## src/rtl/core/wsc_pkg.sv

```systemverilog
// ---------------------------------------------------------------------------
// wsc_pkg: shared types and constants for the waveshaping compander
// Holds the beat structs, operation codes and the pipeline sizes.
// ---------------------------------------------------------------------------
`default_nettype none
package wsc_pkg;

  localparam int unsigned TablePointsDef = 64;
  localparam int unsigned SqrtSteps      = 24;  // result bits of the root
  localparam int unsigned DivSteps       = 17;  // quotient bits, 0..131071 covered

  typedef enum logic {
    OP_WRITE   = 1'b0,
    OP_PROCESS = 1'b1
  } op_e;

  typedef struct packed {
    logic        op;
    logic [5:0]  table_index;
    logic [15:0] table_value;
    logic signed [15:0] in_re;
    logic signed [15:0] in_im;
  } in_beat_t;

  typedef struct packed {
    logic signed [15:0] out_re;
    logic signed [15:0] out_im;
    logic               clipped;
  } out_beat_t;

  // classified work item passed from front to back
  typedef struct packed {
    logic        wr;      // table write, travels in order with the samples
    logic [5:0]  wr_idx;
    logic [15:0] wr_val;
    logic        zero;
    logic        neg_re;
    logic        neg_im;
    logic [15:0] mag_re;
    logic [15:0] mag_im;
    logic [33:0] rad;  // (re^2 + im^2), shifted by 16 inside the root unit
  } work_t;

endpackage
`default_nettype wire

```

## src/rtl/core/wsc_fifo.sv

```systemverilog
// ---------------------------------------------------------------------------
// wsc_fifo: two-entry work queue
// Decouples the front stage from the back pipeline.
// ---------------------------------------------------------------------------
`default_nettype none
module wsc_fifo (
  input  wire                  clk_i,
  input  wire                  rst_ni,
  input  wire                  w_valid_i,
  output logic                 w_stall_o,
  input  wire wsc_pkg::work_t  w_data_i,
  output logic                 r_valid_o,
  input  wire                  r_stall_i,
  output wsc_pkg::work_t       r_data_o
);
  wsc_pkg::work_t mem_q [2];
  logic rp_q, wp_q;
  logic [1:0] cnt_q;
  logic push, pop;

  assign w_stall_o = (cnt_q == 2'd2);
  assign r_valid_o = (cnt_q != 2'd0);
  assign r_data_o  = mem_q[rp_q];
  assign push = w_valid_i && !w_stall_o;
  assign pop  = r_valid_o && !r_stall_i;

  // pointers and fill level
  always_ff @(posedge clk_i or negedge rst_ni) begin
    if (!rst_ni) begin
      rp_q <= 1'b0; wp_q <= 1'b0; cnt_q <= 2'd0;
    end else begin
      if (push) wp_q <= !wp_q;
      if (pop)  rp_q <= !rp_q;
      cnt_q <= cnt_q + 2'(push) - 2'(pop);
    end
  end

  always_ff @(posedge clk_i) begin
    if (push) mem_q[wp_q] <= w_data_i;
  end
endmodule
`default_nettype wire

```

## config.mk

```make
export PLATFORM = sky130hd
export DESIGN_NAME = wsc_fifo
export DESIGN_NICKNAME = d
export VERILOG_FILES = /design/src/rtl/core/wsc_pkg.sv /design/src/rtl/core/wsc_fifo.sv
export SDC_FILE = /design/constraint.sdc
export NUM_CORES = 1
export LEC_CHECK = 0
export BUFFER_PORTS_ARGS = -buffer_cell sky130_fd_sc_hd__buf_2
export CAP_MARGIN = 30
export CELL_PAD_IN_SITES_DETAIL_PLACEMENT = 0
export CELL_PAD_IN_SITES_GLOBAL_PLACEMENT = 1
export CORE_MARGIN = 10
export CORE_UTILIZATION = 40
export CTS_BUF_LIST = sky130_fd_sc_hd__clkbuf_8
export DETAILED_ROUTE_END_ITERATION = 10
export PLACE_DENSITY = 0.75
export SLEW_MARGIN = 10
export SYNTH_ARGS = -nofsm -noshare
export SYNTH_HDL_FRONTEND = slang
export SYNTH_SLANG_ARGS = --single-unit
```

## constraint.sdc

```tcl
create_clock -name clk_i -period 5.83 [get_ports clk_i]
set_clock_uncertainty 0.2 [all_clocks]
set_input_delay 0.8745 -clock clk_i [delete_from_list [all_inputs] [get_ports clk_i]]
set_output_delay 0.8745 -clock clk_i [all_outputs]
set_load 0.02 [all_outputs]
```

# Word-level counts from Yosys, hierarchy flattened
# Memories as Yosys holds them, arrays and structs flattened.
# Cells that the tools add are included.
# W data, S select, Z words.
# totals
memories,1
register_bits,4
ramBits,184
in_bits,96
# mem_list
memory,depth,width,read_ports,rd_ports_with_merged_regs,wr,line_no,source
mem_q,2,92,1,0,1,wsc_fifo.sv:16,wsc_pkg::work_t mem_q [2];
# classes
n_eq_ne,1
muxes,2
n_addsub,2
n_reduce_logical,7
# op_table
op,n
$logic_not A1 Y1,4
$add A2 B1 Y2,1
$eq A2 B2 Y1 const B,1
$logic_and A1 B1 Y1,2
$mux W1,2
$reduce_bool A2 Y1,1
$sub A2 B1 Y2,1

# Depth between registers and ports, before layout
# logic_depth
ltp_word,5
depth_mapped,7
depth_no_buf,7

# Least setup slack after synthesis
# No wires, ideal clock.
# synth_path
path_kind,input-to-reg
start,input w_valid_i
end,memory mem_q[0][0] in the netlist's numbering (enable)
path_stages,2
t_arrival_ns,4.800
path_slack_ns,0.287
path_buffers,0
path_cell_list,nand2_1 nor2_1
# synth_via
elab_chain_cells,3
# synth_lines
element,line_no,source
from (decl),wsc_fifo.sv:9,"input wire w_valid_i,"
$logic_and A1 B1 Y1,wsc_fifo.sv:24,assign push = w_valid_i && !w_stall_o;
$mux W1,wsc_fifo.sv:39,if (push) mem_q[wp_q] <= w_data_i;
$mux W1 (not written as such),wsc_fifo.sv:39,
to (decl),wsc_fifo.sv:16,
# Every way passes these cells.

==> results.toml <==
[status]
outcome = "completed"

[synthesis]
yosysTopAreaCell = "edfxtp_1"
synth_top_area_frac = 0.775
syn_nets = 402
synthTopCellsByArea = "edfxtp_1 78%, mux2_4 15%, mux2_2 3.5%, dfrtp_1 1.4%, buf_6 1.1%"
netlist_instances = 304
yosysUniqueCellTypes = 17
synth_area_sq_mm = 0.00713
avgSynthCellArea_sq_um = 23.4
ys_ff_latch = 188
yosysSeqAreaShare = 0.789
yosysWarningCount = 0

[setup_path]
path_class = "reg2out"
arrival_ns = 2.41
critPathBufInv = 2
critPathSlowestCell = "dfrtp_4"
reg2reg_depth = 3
crit_path_start_kind = "register"
path_max_fanout = 36
reg2reg_to = "mem_q[1][66]"
reg2reg_from = "cnt_q[1]"
reg2reg_setup_slack_ns = 3.39
worstPathRequired_ns = 4.76
end_kind = "primary output"
slowest_delay_ns = 0.82
cp_top_family = "flip-flops"
path_cells = "buf_4 -> mux2_2 -> buf_2"

[sta]
drv_slew = 0
slew_headroom = 0.452
timing.final.crit_period_ns = 3.49
worst_slack_ns = 2.34
post-route-period-util = 0.598
fmax_ghz = 0.287
finalSetupTns_ns = 0
tightest_slew_ns = 0.823
rsz0062_at_grt = "false"
hold_viol_final = 0
hold_ws_ns = 0.324
setup_viol = 0

[grt]
grt-ovfl-total = 0
antenna_found_initial = 4
grt_first_pass_wirelength_um = 21100
grt_max_degree = 60
grt_use_total = 0.116
grt_pass1_vias = 3783

[detailed_routing]
drc = 0
drt-pass1-iter-count = 4
wire_per_inst_um = 18.9
avgViaCountPerCell = 4.67
drt_iter0_markers = 178
num_vias = 3501
ant_nets = 0
routed_wl_um = 14200

[finish]
fin_cells = 750
syn2layout_area_growth_pct = 22.2
drive_gt1_frac = 0.616
nNetsFinal = 606

[hold_path]
whs_path_depth = 1
hold_path_class = "reg2reg"
worstHoldStart = "cnt_q[0]"
hold_end = "cnt_q[0]"

[placed_design]
post-place-ws_ns = 2.80
dp.cells = 713
port_buffers = 189
hpwl_um = 10100
place_congestion = 0.713

[clocking]
clk_pin_slew_worst_paths_ns = 0.10
cts_root_buf = "clkbuf_8"
clockBufferDepth = 2
numCtsBuffers = 17
insertion_delay_ns = 0.45
postCtsSetupBuffers = 0
cts_tree = "yes"
clock-sinks = 188
htree_levels = 4

[die]
dieArea_sq_mm = 0.0236
rows = 48
die_w_um = 153
io_pins = 190
start_util = 0.411
die_y_um = 153
core-area_sq_mm = 0.0174

[power]
p_leak_nw = 3.45
peakVddDrop_v = 0.000309
p_per_area_mw_per_mm2 = 507

[run]
maxCapViolCount = 0
-- power breakdown --
| group | internal, mW | total [mW] | leakage (nW) | switching (mW) |
|---|---|---|---|---|
| combinational | 0.700 | 1.61 | 1.50 | 0.913 |
| clock | 0.381 | 0.821 | 0.196 | 0.441 |
| sequential | 1.85 | 1.98 | 1.75 | 0.132 |
-- routing by layer --
metal | vias to the layer above | track usage | part of all wire
li1 | 1617 | - | -
met1 | 1744 | 0.133 | 0.41
met2 | 132 | 0.186 | 0.50
met3 | 6 | 0.0622 | 0.089
met4 | 2 | 0.0324 | 0.0040
met5 | - | 0 | 0.00070
-- synth_stat cells --
cell type,instances
and3_1,1
buf_2,2
buf_4,1
buf_6,7
dfrtp_1,4
edfxtp_1,184
ha_1,2
inv_1,2
mux2_2,22
mux2_4,70
nand2_1,1
nand2b_1,1
nor2_1,1
nor2b_4,1
or2_2,1
xnor2_1,3
xor2_1,1
-- cells by family (layout without fill, tap and decap cells) --
logic type	Yosys count	after routing	share of synthesized area
mux	92	92	0.182
xor+xnor	4	4	0.00492
buf+inv	12	229	0.0146
other cells	0	4	0
flops	188	188	0.789
fa+ha+maj	2	2	0.00351
simple gates	6	6	0.00562
-- per-stage QoR --
step / instance area, sq um / power [mW] / util
2_1_floorplan: 7130 / 3.22 / -
3_3_place_gp: 8310 / 3.63 / 0.479
6_report: 8710 / 4.42 / 0.502
5_1_grt: 8700 / 4.65 / 0.501
4_1_cts: 8700 / 4.50 / 0.501
3_5_place_dp: 8310 / 3.67 / 0.479
-- flip-flops by register name, indices dropped and copies added (netlist names) --
name / cells
mem_q: 184
cnt_q: 2
rp_q: 1
wp_q: 1
-- worst register-to-register path: cells and delay by family (launching register included) --
kind	cells	cell delay, ns
DFF	1	0.42
buffers and inverters	1	0.72
and+or+nand+nor	2	0.65
-- cell type report --
cell class | instances | area (sq um)
fill | 1456 | 8650
clock inverter | 15 | 144
sequential | 188 | 5630
inverter | 2 | 7.51
multi-input combinational | 104 | 1410
tap | 225 | 282
clock buffer | 17 | 234
timing repair buffer | 195 | 993
antenna | 4 | 10.0
-- cell usage in the layout, fill, tap and decap left out, types with 2 or more instances in the layout --
master,Yosys,routed
clkinv_1,0,2
buf_2,2,189
clkinv_2,0,5
edfxtp_1,184,184
bufinv_16,0,2
inv_6,0,5
mux2_4,70,70
diode_2,0,4
buf_4,1,5
mux2_2,22,22
ha_1,2,2
dfrtp_1,4,3
xnor2_1,3,3
clkbuf_8,0,17
inv_1,2,2
-- worst max path at each step --
stage,from,endpoint,slack (ns),cells past startpoint
final,rp_q,r_data_o[88],2.34,3
after global routing,rp_q,r_data_o[70],2.20,3
after CTS,rp_q,r_data_o[88],2.28,3
after detailed placement,rp_q,r_data_o[1],2.80,3
after global placement,rp_q,r_data_o[88],2.80,3
after floorplan,w_valid_i,mem_q[0][0],0.29,2
-- what timing repair did --
action	4_1_cts	5_1_grt
hold buffers	1	0
hold endpoints to repair	4	0
gates resized for setup	0	0
Note: power is estimated with default switching activity, not from simulation.
