## config.mk

```make
export PLATFORM = sky130hd
export DESIGN_NAME = wsc_front
export DESIGN_NICKNAME = d
export VERILOG_FILES = /design/src/rtl/core/wsc_pkg.sv /design/src/rtl/core/wsc_front.sv
export SDC_FILE = /design/constraint.sdc
export NUM_CORES = 1
export LEC_CHECK = 0
export BUFFER_PORTS_ARGS = -buffer_cell sky130_fd_sc_hd__clkbuf_2
export CAP_MARGIN = 20
export CORE_MARGIN = 8
export CORE_UTILIZATION = 35
export DETAILED_ROUTE_END_ITERATION = 10
export GPL_TIMING_DRIVEN = 0
export MAX_ROUTING_LAYER = met4
export SLEW_MARGIN = 10
export SYNTH_ARGS = -nofsm -noshare
export SYNTH_HDL_FRONTEND = slang
export SYNTH_SLANG_ARGS = --single-unit
```

## constraint.sdc

```tcl
create_clock -name clk_i -period 6.6 [get_ports clk_i]
set_clock_uncertainty 0.1 [all_clocks]
set_input_delay 0.99 -clock clk_i [delete_from_list [all_inputs] [get_ports clk_i]]
set_output_delay 0.99 -clock clk_i [all_outputs]
set_load 0.05 [all_outputs]
```

## src/rtl/core/wsc_pkg.sv

```systemverilog
// ---------------------------------------------------------------------------
// wsc_pkg: shared types and constants for the waveshaping compander
// Holds the beat structs, operation codes and the pipeline sizes.
// ---------------------------------------------------------------------------
`default_nettype none
package wsc_pkg;

  localparam int unsigned TablePointsDef = 64;
  localparam int unsigned SqrtSteps      = 24;  // result bits of the root
  localparam int unsigned DivSteps       = 17;  // quotient bits, 0..131071 covered

  typedef enum logic {
    OP_WRITE   = 1'b0,
    OP_PROCESS = 1'b1
  } op_e;

  typedef struct packed {
    logic        op;
    logic [5:0]  table_index;
    logic [15:0] table_value;
    logic signed [15:0] in_re;
    logic signed [15:0] in_im;
  } in_beat_t;

  typedef struct packed {
    logic signed [15:0] out_re;
    logic signed [15:0] out_im;
    logic               clipped;
  } out_beat_t;

  // classified work item passed from front to back
  typedef struct packed {
    logic        wr;      // table write, travels in order with the samples
    logic [5:0]  wr_idx;
    logic [15:0] wr_val;
    logic        zero;
    logic        neg_re;
    logic        neg_im;
    logic [15:0] mag_re;
    logic [15:0] mag_im;
    logic [33:0] rad;  // (re^2 + im^2), shifted by 16 inside the root unit
  } work_t;

endpackage
`default_nettype wire

```

## src/rtl/core/wsc_front.sv

```systemverilog
// ---------------------------------------------------------------------------
// wsc_front: input stage
// Registers each beat, squares the parts and forms the radicand.
// ---------------------------------------------------------------------------
`default_nettype none
module wsc_front (
  input  wire                    clk_i,
  input  wire                    rst_ni,
  input  wire                    in_valid,
  output logic                   in_stall,
  input  wire wsc_pkg::in_beat_t in_data_i,
  output logic                   q_valid_o,
  input  wire                    q_stall_i,
  output wsc_pkg::work_t         q_data_o
);
  logic          valid_q;
  wsc_pkg::work_t data_q, data_d;
  logic          take;
  logic [15:0]   mr, mi;

  assign in_stall = valid_q && q_stall_i;
  assign take     = in_valid && !in_stall;

  // classify a beat; writes keep their place among the samples
  always_comb begin
    mr = in_data_i.in_re[15] ? 16'(-in_data_i.in_re) : 16'(in_data_i.in_re);
    mi = in_data_i.in_im[15] ? 16'(-in_data_i.in_im) : 16'(in_data_i.in_im);
    data_d.wr     = (in_data_i.op == wsc_pkg::OP_WRITE);
    data_d.wr_idx = in_data_i.table_index;
    data_d.wr_val = in_data_i.table_value;
    data_d.neg_re = in_data_i.in_re[15];
    data_d.neg_im = in_data_i.in_im[15];
    data_d.mag_re = mr;
    data_d.mag_im = mi;
    data_d.rad    = 34'(32'(mr) * 32'(mr)) + 34'(32'(mi) * 32'(mi));
    data_d.zero   = (mr == 16'd0) && (mi == 16'd0);
  end

  always_ff @(posedge clk_i or negedge rst_ni) begin
    if (!rst_ni) begin
      valid_q <= 1'b0;
    end else if (!in_stall) begin
      valid_q <= take;
    end
  end

  always_ff @(posedge clk_i) begin
    if (take) begin
      data_q <= data_d;
    end
  end

  assign q_valid_o = valid_q;
  assign q_data_o  = data_q;
endmodule
`default_nettype wire

```

Yosys cells after proc, flatten, opt, wreduce, memory -nomap -nowiden
Cells that the tools add are included.
{ "totals": {"reg_bits": 93, "input_bits": 59, "out_inout_bits": 94, "elab_cells": 24} }
{ "op_classes": {"n_addsub": 3, "n_mul": 2, "n_mux": 2, "bitwise": 1, "n_reduce_logical": 6} }
{ "op_table": {"columns": ["operator", "count"], "rows": [
  ["16-bit by 16-bit multiplier with 32-bit output", 2],
  ["32-bit by 32-bit adder with 33-bit output", 1],
  ["16-bit logical NOT", 2],
  ["16-bit 2-to-1 mux", 2],
  ["16-bit negator", 2],
  ["1-bit logical AND", 3],
  ["1-bit logical NOT", 1],
  ["1-bit inverter", 1]
]} }

Longest topological paths before layout
Gate-level depths: netlist of run 1.
{ "depth": {"ltp_word": 4, "depth_mapped": 34, "ltp_nobuf": 32} }

Worst setup path before layout of run 1
OpenSTA, ideal clock, no wires.
{ "synth_timing": {"kind": "input-to-reg", "startpoint": "input port in_data_i[0] (netlist name)", "endpoint": "register data_q (netlist bit q_data_o[31]), data pin", "arrival_ps": 9230, "required_ps": 6236, "setup_slack_ps": -2993, "path_stages": 30, "n_path_buf": 1, "cell_sequence": "inv_1 clkbuf_1 ha_1 inv_1 or3_1 or3_1 nand2_1 xor2_1 clkinv_1 nand2_1 fa_1 fa_1 inv_1 fa_1 inv_1 fa_1 inv_1 fa_1 fa_1 fa_1 fa_1 ha_1 a21o_1 a31oi_1 o21ai_0 o311a_1 a221o_1 nor3b_1 a221oi_1 xnor2_1"} }
{ "synth_rtl": {"columns": ["item", "line", "source"], "rows": [
  ["start, declared", "wsc_front.sv:11", "input wire wsc_pkg::in_beat_t in_data_i,"],
  ["end signal, assigned", "wsc_front.sv:49", "data_q <= data_d;"],
  ["end, declared", "wsc_front.sv:17", "wsc_pkg::work_t data_q, data_d;"]
]} }

==> results of run 1 <==
## final timing paths
kind | startpoint | to | slack (ns) | depth (start not counted)
max in group asynchronous | rst_ni | q_valid_o | 6.05 | 1
worst min register to register | q_valid_o | q_valid_o | 0.64 | 2
min in group clk_i | q_valid_o | q_valid_o | 0.64 | 2
worst max register to register | q_valid_o | q_data_o[44] | 4.68 | 4
worst min-delay path | rst_ni | q_valid_o | 0.26 | 1
worst max-delay path | in_data_i[22] | q_data_o[32] | -2.59 | 29
## per-layer routing
metal  wire length (um)  GRT usage
met1              17900      0.186
met2              27300      0.323
met3               1970     0.0280
met4               1570     0.0591
met5                  0          -
## layout make-up
class	count	area, um^2
plain buffers	33	289
well taps	680	851
fillers	4813	28400
multi-input cells	1129	14400
clock inverters	7	82.6
flip-flops and latches	92	2760
repair buffers	284	2000
inverters	517	2000
clock buffers	9	225
## cell families (layout without fill, tap and decap cells)
family | Yosys count | in the layout
simple gates | 338 | 338
buf+inv | 552 | 850
fa+ha+maj | 576 | 576
other cells | 2 | 24
compound gates | 124 | 124
mux | 3 | 3
xor+xnor | 64 | 64
flops | 92 | 92
## flip-flops by register name, summed over array words and instances (netlist names)
signal and count:
q_data_o 91, q_valid_o 1
## placed cells by master (no fill, tap or decap), types with 17 or more instances in the layout
| cell | count |
|---|---|
| inv_1 | 473 |
| fa_1 | 367 |
| ha_1 | 177 |
| clkbuf_2 | 147 |
| nor2_1 | 117 |
| nand2_1 | 108 |
| buf_4 | 99 |
| edfxtp_1 | 91 |
| buf_6 | 36 |
| inv_2 | 28 |
| xnor2_1 | 25 |
| a21o_1 | 25 |
| conb_1 | 24 |
| ha_4 | 17 |
## timing repair
item,in CTS,in global routing
setup buffers,77,54
endpoints found under the setup margin,28,26
gates resized for setup,167,111
pin swaps,108,56
## stage by stage
stage	setup TNS (ns)	hold WS, ns	std cells	area, um^2	setup WS [ns]
6_report	-52.04	0.263	2751	22600	-2.59
5_1_grt	-57.27	0.242	2751	22600	-2.82
4_1_cts	-49.39	0.238	2700	21900	-2.58
3_5_place_dp	-87.36	0.623	2608	20200	-4.20
3_3_place_gp	-252.51	0.503	2604	20100	-4.38
2_1_floorplan	-43.97	0.594	1773	18500	-2.40
==> results by group, run 1 <==
Cells and area
  – Share of layout cells above drive strength 1: 0.261
  – Area growth from synthesis to layout: 26.4%
  – Layout net count: 2,701
  – Fin util: 0.444
  – Antenna Cells: 0

Routing
  – Wire per inst: 17.7 um
  – Vias per inst: 4.67
  – Detail Route Antenna Nets: 0
  – DRT Pass-1 Iters: 5
  – Residual DRC count: 0
  – Initial DRC count: 566
  – Total wire length: a little under 50,000 um
  – Via count: 12,850

Global route
  – Global route overflow: 0
  – Total GRT Usage: 0.174
  – Via count of the first global-routing pass: 14,582
  – Initial antenna violation count: 0
  – Largest net degree at the start of global routing: 32
  – First-pass GRT wire length: about 77,000 um

Yosys
  – Post-synthesis adder-cell area fraction: 0.563
  – Synth warn: 0
  – Cell area after synthesis: 0.0179 mm^2
  – Mux share of post-synthesis cell area: 0.00182
  – Sequential cell area fraction in the yosys report: 0.154
  – Post-synthesis simple-gate area fraction: 0.0820
  – Main combinational cell family by area after synthesis: adder cells
  – Top_reg_cell synth: edfxtp_1
  – Synth top area share: 0.427
  – Post-Synth XOR/XNOR Area: 0.0330
  – Synth top area cells: fa_1 (43%), edfxtp_1 (15%), ha_1 (14%)
  – Syn avg cell area: 10.2 um^2
  – Netlist cell types: 60
  – Largest area contributor in the netlist: fa_1
  – Post-synth top cells: inv_1 (501), fa_1 (382), ha_1 (194), nor2_1 (139), nand2_1 (127)
  – Post-synthesis async set-or-reset flop share: 0.0109
  – FF+latch count, synth: 92
  – Synth Area in Compound Gates: 0.0502
  – Number of synthesized flops with an enable pin: 91
  – Post-synthesis cell count: about 1,800
  – Most frequent cell after synthesis: inv_1

Setup path
  – Worst setup EP type: flop
  – Worst setup SP type: primary input
  – Max stage delay on crit path: between 0.5 and 0.6 ns
  – Critical-path top delay cell: or4_4
  – Critical Path RT: about 6.6 ns
  – CP bufs+invs: 7
  – Top Family by Delay on Critical Path: adder cells
  – Arr. time, crit path: between 9 and 10 ns
  – Most used cell along the critical path: fa_1
  – Crit Path Class: primary input to flop
  – Max FO, Critical Path: 5

Floorplanning
  – I/O Pins: approximately 150
  – Core Rows: between 80 and 90
  – Die span in y: 242 um
  – Die Area: ~0.059 mm^2
  – Die W: roughly 240 um
  – Core area: about 0.051 mm^2
  – Starting Density: 0.351

Placement
  – HPWL Detailed: a little under 40,000 um
  – Final Wtd Congestion: 0.887
  – Port Buffers: between 150 and 200

Timing
  – Worst slew margin: 0.494
  – Fin. Hold Viols: 0
  – Tmin final: 9.19 ns
  – Fmax: 0.109 GHz
  – Slew of the pin with the lowest slew margin: approximately 0.76 ns
  – Tcrit/Tclk final: 1.39
  – Final Max Tran Viols: 0
  – Slack of the critical path: -2.59 ns
  – RSZ-0062 raised after global routing: yes
  – Final count of negative-setup-slack endpoints: 25

Status
  – Failing checks: negative setup slack
  – Outcome: finished with violations

Clocking
  – Clock tree from TritonCTS: yes
  – CTS Sinks: 92
  – CTS Hold Bufs: 0
  – CTS buffer count: 9
  – Clock Path Buffers: 2
  – Clk_lat worst skew: 0.39 ns
  – H-tree levels: 3
  – Reg clk slew, reported paths: 0.08 ns
  – Root Buffer: clkbuf_16

Flow run
  – Maximum Capacitance Violations: 0

Min path
  – Tightest Hold Check Type: primary input to async pin
Power of run 1 is not shown: default switching activity piles up to over one toggle a cycle in this logic, so the estimate is an artifact.
==> run 2: changes to the inputs <==
Settings changed: GPL_TIMING_DRIVEN 0 to not set, PLACE_DENSITY set to 0.64.
==> run 2 against run 1 <==
Effect of this change: the flow still finishes with violations (negative setup slack); die area is the same; first-iteration DRC count shrank 21%; via count grew 5.9%; critical endpoint unchanged; wire length grew 2.1%; register-to-register slack lost 0.44 ns; non-clock buffer count grew 218; core utilization grew 2.1 points; clock-buffer cell count grew 1; worst hold slack lost 0.0014 ns; flip-flop and latch count is the same.
==> results by group, run 2 (same netlist as run 1, synthesis figures left out) <==
Timing
  – Slack of the critical path: -2.35 ns
  – RSZ-0062 raised after global routing: yes
  – Worst slew margin: 0.534
  – Fmax: 0.112 GHz
  – Fin. Hold Viols: 0
  – Tmin final: 8.95 ns
  – Final count of negative-setup-slack endpoints: 26
  – Slew of the pin with the lowest slew margin: 0.698 ns
  – Tcrit/Tclk final: 1.36
  – Setup TNS: -44.47 ns
  – Final Max Tran Viols: 0

Global route
  – Via count of the first global-routing pass: 15,831
  – Initial antenna violation count: 0
  – First-pass GRT wire length: 80,700 um
  – Global route overflow: 0
  – Total GRT Usage: 0.180
  – Largest net degree at the start of global routing: 50

Floorplanning
  – Die span in y: about 240 um
  – I/O Pins: 153
  – Starting Density: 0.351
  – Core Rows: a little over 80
  – Die Area: 0.0587 mm^2
  – Core area: ~0.051 mm^2
  – Die W: 242 um

Clocking
  – CTS buffer count: 9
  – Clk_lat worst skew: 0.39 ns
  – Reg clk slew, reported paths: 0.07 ns
  – H-tree levels: 3
  – Clock tree from TritonCTS: yes
  – Clock Path Buffers: 2
  – CTS Sinks: 92
  – Root Buffer: clkbuf_16

Routing
  – DRT Pass-1 Iters: 5
  – Detail Route Antenna Nets: 0
  – Via count: between 10,000 and 15,000
  – Residual DRC count: 0
  – Wire per inst: between 15 and 20 um
  – Vias per inst: 4.58
  – Total wire length: 49,700 um
  – Initial DRC count: ~450

Setup path
  – Max FO, Critical Path: 4
  – Crit Path Class: primary input to flop
  – Critical Path RT: 6.64 ns
  – Critical-path top delay cell: fa_2
  – Arr. time, crit path: 8.98 ns
  – Top Family by Delay on Critical Path: adder cells
  – Most used cell along the critical path: fa_1
  – Worst setup SP type: primary input
  – Max stage delay on crit path: 0.61 ns
  – Worst setup EP type: flop
  – CP bufs+invs: 8

Cells and area
  – Final Non-Filler Cells: 2,969
  – Final Cell Area: between 0.02 and 0.025 mm^2
  – Filler cell count in the final layout: between 4,000 and 5,000
  – Layout net count: 2,919
  – Area growth from synthesis to layout: 32.5%
  – Commonest non-fill, non-tap cell in the layout: inv_1
  – Most frequent cells in the layout: inv_1 (478), fa_1 (369), buf_4 (359)
  – Share of layout cells above drive strength 1: 0.326
  – Antenna Cells: 0
  – Fin util: 0.465
  – Largest register FFs: a little over 90

Placement
  – DP Cell Count: 2,922
  – Port Buffers: 151
  – HPWL Detailed: about 43,000 um
  – Final Wtd Congestion: 0.906
  – Placed instance area: 0.0225 mm^2

Status
  – Outcome: finished with violations
  – Failing checks: negative setup slack

Flow run
  – Maximum Capacitance Violations: 0

Min path
  – Tightest Hold Check Type: primary input to async pin
-- run 2: cell types whose count changed in the layout (fill, tap and decap cells not counted), moves of 5 or more --
cell / previous run / this run
clkbuf_1: 8 / 1
buf_4: 99 / 359
inv_1: 473 / 478
xor2_1: 12 / 18
buf_2: 7 / 0
xor2_4: 12 / 2
buf_6: 36 / 26
-- run 2: repair_timing --
item,4_1_cts,5_1_grt
endpoints found under the hold margin,0,0
pin swaps,30,47
hold buffers,0,0
setup endpoints to repair,26,27
setup buffers,19,13
resized for setup,90,72
-- run 2: worst reg2reg max path: stages, from the launching register on --
cell and delay [ns]:
dfrtp_1 0.38, and2_1 0.20, nor2b_4 0.11, buf_4 0.49, buf_4 0.67
-- run 2: path summary, 6_finish.rpt --
kind	from	end	slack, ns	depth (start not counted)
min in group clk_i	q_valid_o	q_valid_o	0.60	2
worst max-delay path	in_data_i[21]	q_data_o[32]	-2.35	30
worst min register to register	q_valid_o	q_valid_o	0.60	2
worst min-delay path	rst_ni	q_valid_o	0.26	1
worst max register to register	q_valid_o	q_data_o[46]	4.24	4
max in group asynchronous	rst_ni	q_valid_o	6.05	1
-- run 2: final cells by class --
cell class / count / area [um^2] / share of cell area
clock buffers: 10 / 229 / 0.00965
multi-input cells: 1129 / 14100 / 0.594
repair buffers: 535 / 3760 / 0.159
flip-flops and latches: 92 / 2760 / 0.116
well taps: 680 / 851 / 0.0359
inverters: 517 / 1990 / 0.0837
clock inverters: 6 / 46.3 / 0.00195
-- run 2: through the flow --
step / hold slack (ns) / setup WS [ns]
floorplan: 0.594 / -2.40
global placement: 0.568 / -2.75
detailed placement: 0.590 / -2.97
CTS: 0.235 / -2.33
global route: 0.241 / -2.59
finish: 0.262 / -2.35
-- run 2: layer usage --
metal  wire length [um]  track usage  up-vias
li1                   -            -     6295
met2              27800        0.334      265
met5                  0            -        -
met3               1980       0.0304       88
met1              18300        0.191     6956
met4               1610       0.0640        0
Power of run 2 is left out for the same reason.
==> run 3: changes to the inputs <==
--- a/config.mk
+++ b/config.mk
@@ -13,4 +13,5 @@
 export MAX_ROUTING_LAYER = met4
 export PLACE_DENSITY = 0.64
+export SKIP_CTS_REPAIR_TIMING = 1
 export SLEW_MARGIN = 10
 export SYNTH_ARGS = -nofsm -noshare
--- a/constraint.sdc
+++ b/constraint.sdc
@@ -3,3 +3,3 @@
 set_input_delay 0.99 -clock clk_i [delete_from_list [all_inputs] [get_ports clk_i]]
 set_output_delay 0.99 -clock clk_i [all_outputs]
-set_load 0.05 [all_outputs]
+set_load 0.005 [all_outputs]
==> run 3 against run 2 <==
Effect of this change: the flow still finishes with violations (negative setup slack); global-route usage decreased by 0.32 points; flip-flop and latch count unchanged; critical path depth increased by 2; core utilization decreased by 0.36 points; clock-buffer cell count unchanged; die area unchanged; cell count decreased by 0.13%; first-iteration DRC count increased by 5.1%; non-clock buffer count decreased by 4; worst hold slack got worse by 0.00073 ns; critical path type unchanged; critical endpoint unchanged.
==> results by group, run 3 (same netlist as run 1, synthesis figures left out) <==
Routing
  – Vias per inst: 4.57
  – Via count: between 10,000 and 15,000
  – DRT Pass-1 Iters: 5
  – Initial DRC count: 471
  – Wire per inst: approximately 17 um
  – Residual DRC count: 0
  – Detail Route Antenna Nets: 0
  – Total wire length: 49,400 um

Floorplanning
  – Starting Density: 0.351
  – I/O Pins: 153
  – Die W: 242 um
  – Core area: approximately 0.051 mm^2
  – Die Area: 0.0587 mm^2
  – Core Rows: 83
  – Die span in y: 242 um

Global route
  – First-pass GRT wire length: 79,200 um
  – Total GRT Usage: 0.177
  – Initial antenna violation count: 0
  – Via count of the first global-routing pass: 15,557
  – Global route overflow: 0
  – Largest net degree at the start of global routing: 50

Clocking
  – H-tree levels: 3
  – CTS buffer count: 9
  – Root Buffer: clkbuf_16
  – Reg clk slew, reported paths: 0.07 ns
  – CTS Sinks: 92
  – Clock tree from TritonCTS: yes
  – Clock Path Buffers: 2
  – Clk_lat worst skew: 0.39 ns

Timing
  – Tmin final: 8.94 ns
  – Slew of the pin with the lowest slew margin: between 0.6 and 0.7 ns
  – Worst slew margin: 0.536
  – Slack of the critical path: -2.34 ns
  – Final Max Tran Viols: 0
  – Final count of negative-setup-slack endpoints: 26
  – Fin. Hold Viols: 0
  – RSZ-0062 raised after global routing: yes
  – Tcrit/Tclk final: 1.35
  – Fmax: 0.112 GHz

Cells and area
  – Final Cell Area: 0.0235 mm^2
  – Most frequent cells in the layout: inv_1 (481), fa_1 (367), buf_4 (358)
  – Share of layout cells above drive strength 1: 0.318
  – Area growth from synthesis to layout: 31.5%
  – Commonest non-fill, non-tap cell in the layout: inv_1
  – Largest register FFs: 91
  – Final Non-Filler Cells: 2,965
  – Antenna Cells: 0
  – Layout net count: 2,915
  – Filler cell count in the final layout: 4,828

Setup path
  – Most used cell along the critical path: fa_1
  – RR Startpoint: q_valid_o
  – Worst R2R End: q_data_o[46]
  – Max FO, Critical Path: 6
  – Reg2Reg Depth: 4
  – Worst setup EP type: flop
  – Worst setup SP type: primary input
  – CP bufs+invs: 10
  – Critical Path RT: about 6.6 ns
  – Top Family by Delay on Critical Path: adder cells
  – R2R Setup Slk: between 4 and 5 ns
  – Crit Path Class: primary input to flop
  – Arr. time, crit path: 8.98 ns
  – Critical-path top delay cell: fa_1
  – Max stage delay on crit path: 0.55 ns

Status
  – Failing checks: negative setup slack
  – Outcome: finished with violations

Placement
  – Placed instance area: approximately 0.023 mm^2
  – Port Buffers: 151
  – Final Wtd Congestion: 0.906
  – DP Worst Slack: -2.97 ns
  – DP Cell Count: 2,922
  – HPWL Detailed: 43,000 um

Flow run
  – Maximum Capacitance Violations: 0

Min path
  – Tightest Hold Check Type: primary input to async pin
[run 3: worst max path at each step]
stage | start | to | depth (start not counted)
final | in_data_i[21] | q_data_o[32] | 32
after global routing | in_data_i[21] | q_data_o[32] | 31
after CTS | in_data_i[21] | q_data_o[32] | 31
after detailed placement | in_data_i[21] | q_data_o[32] | 31
after global placement | in_data_i[21] | q_data_o[32] | 27
after floorplan | in_data_i[21] | q_data_o[32] | 29
[run 3: worst register-to-register path: stages, from the launching register on]
cell	delay, ns
dfrtp_1	0.38
and2_1	0.20
nor2b_4	0.11
buf_4	0.49
buf_4	0.68
[run 3: routing by layer]
layer  global-route usage  wire (um)
met1                0.188      18300
met3               0.0315       1930
met4               0.0615       1600
met5                    -          0
met2                0.327      27600
[run 3: stage by stage]
step,util,setup TNS [ns],hold WS [ns]
after CTS,0.448,-47.33,0.235
after global placement,0.442,-55.19,0.568
final,0.462,-44.87,0.261
after detailed placement,0.442,-58.62,0.590
after floorplan,-,-43.97,0.539
after global routing,0.462,-50.87,0.241
[run 3: final cells by class]
class	count	area, um^2	area share
Multi-Input combinational cell	1129	14000	0.593
Clock buffer	10	229	0.00972
Clock inverter	6	46.3	0.00197
Inverter	517	1990	0.0843
Tap cell	680	851	0.0361
Sequential cell	92	2760	0.117
Timing Repair Buffer	531	3710	0.158
Power of run 3 is left out for the same reason.
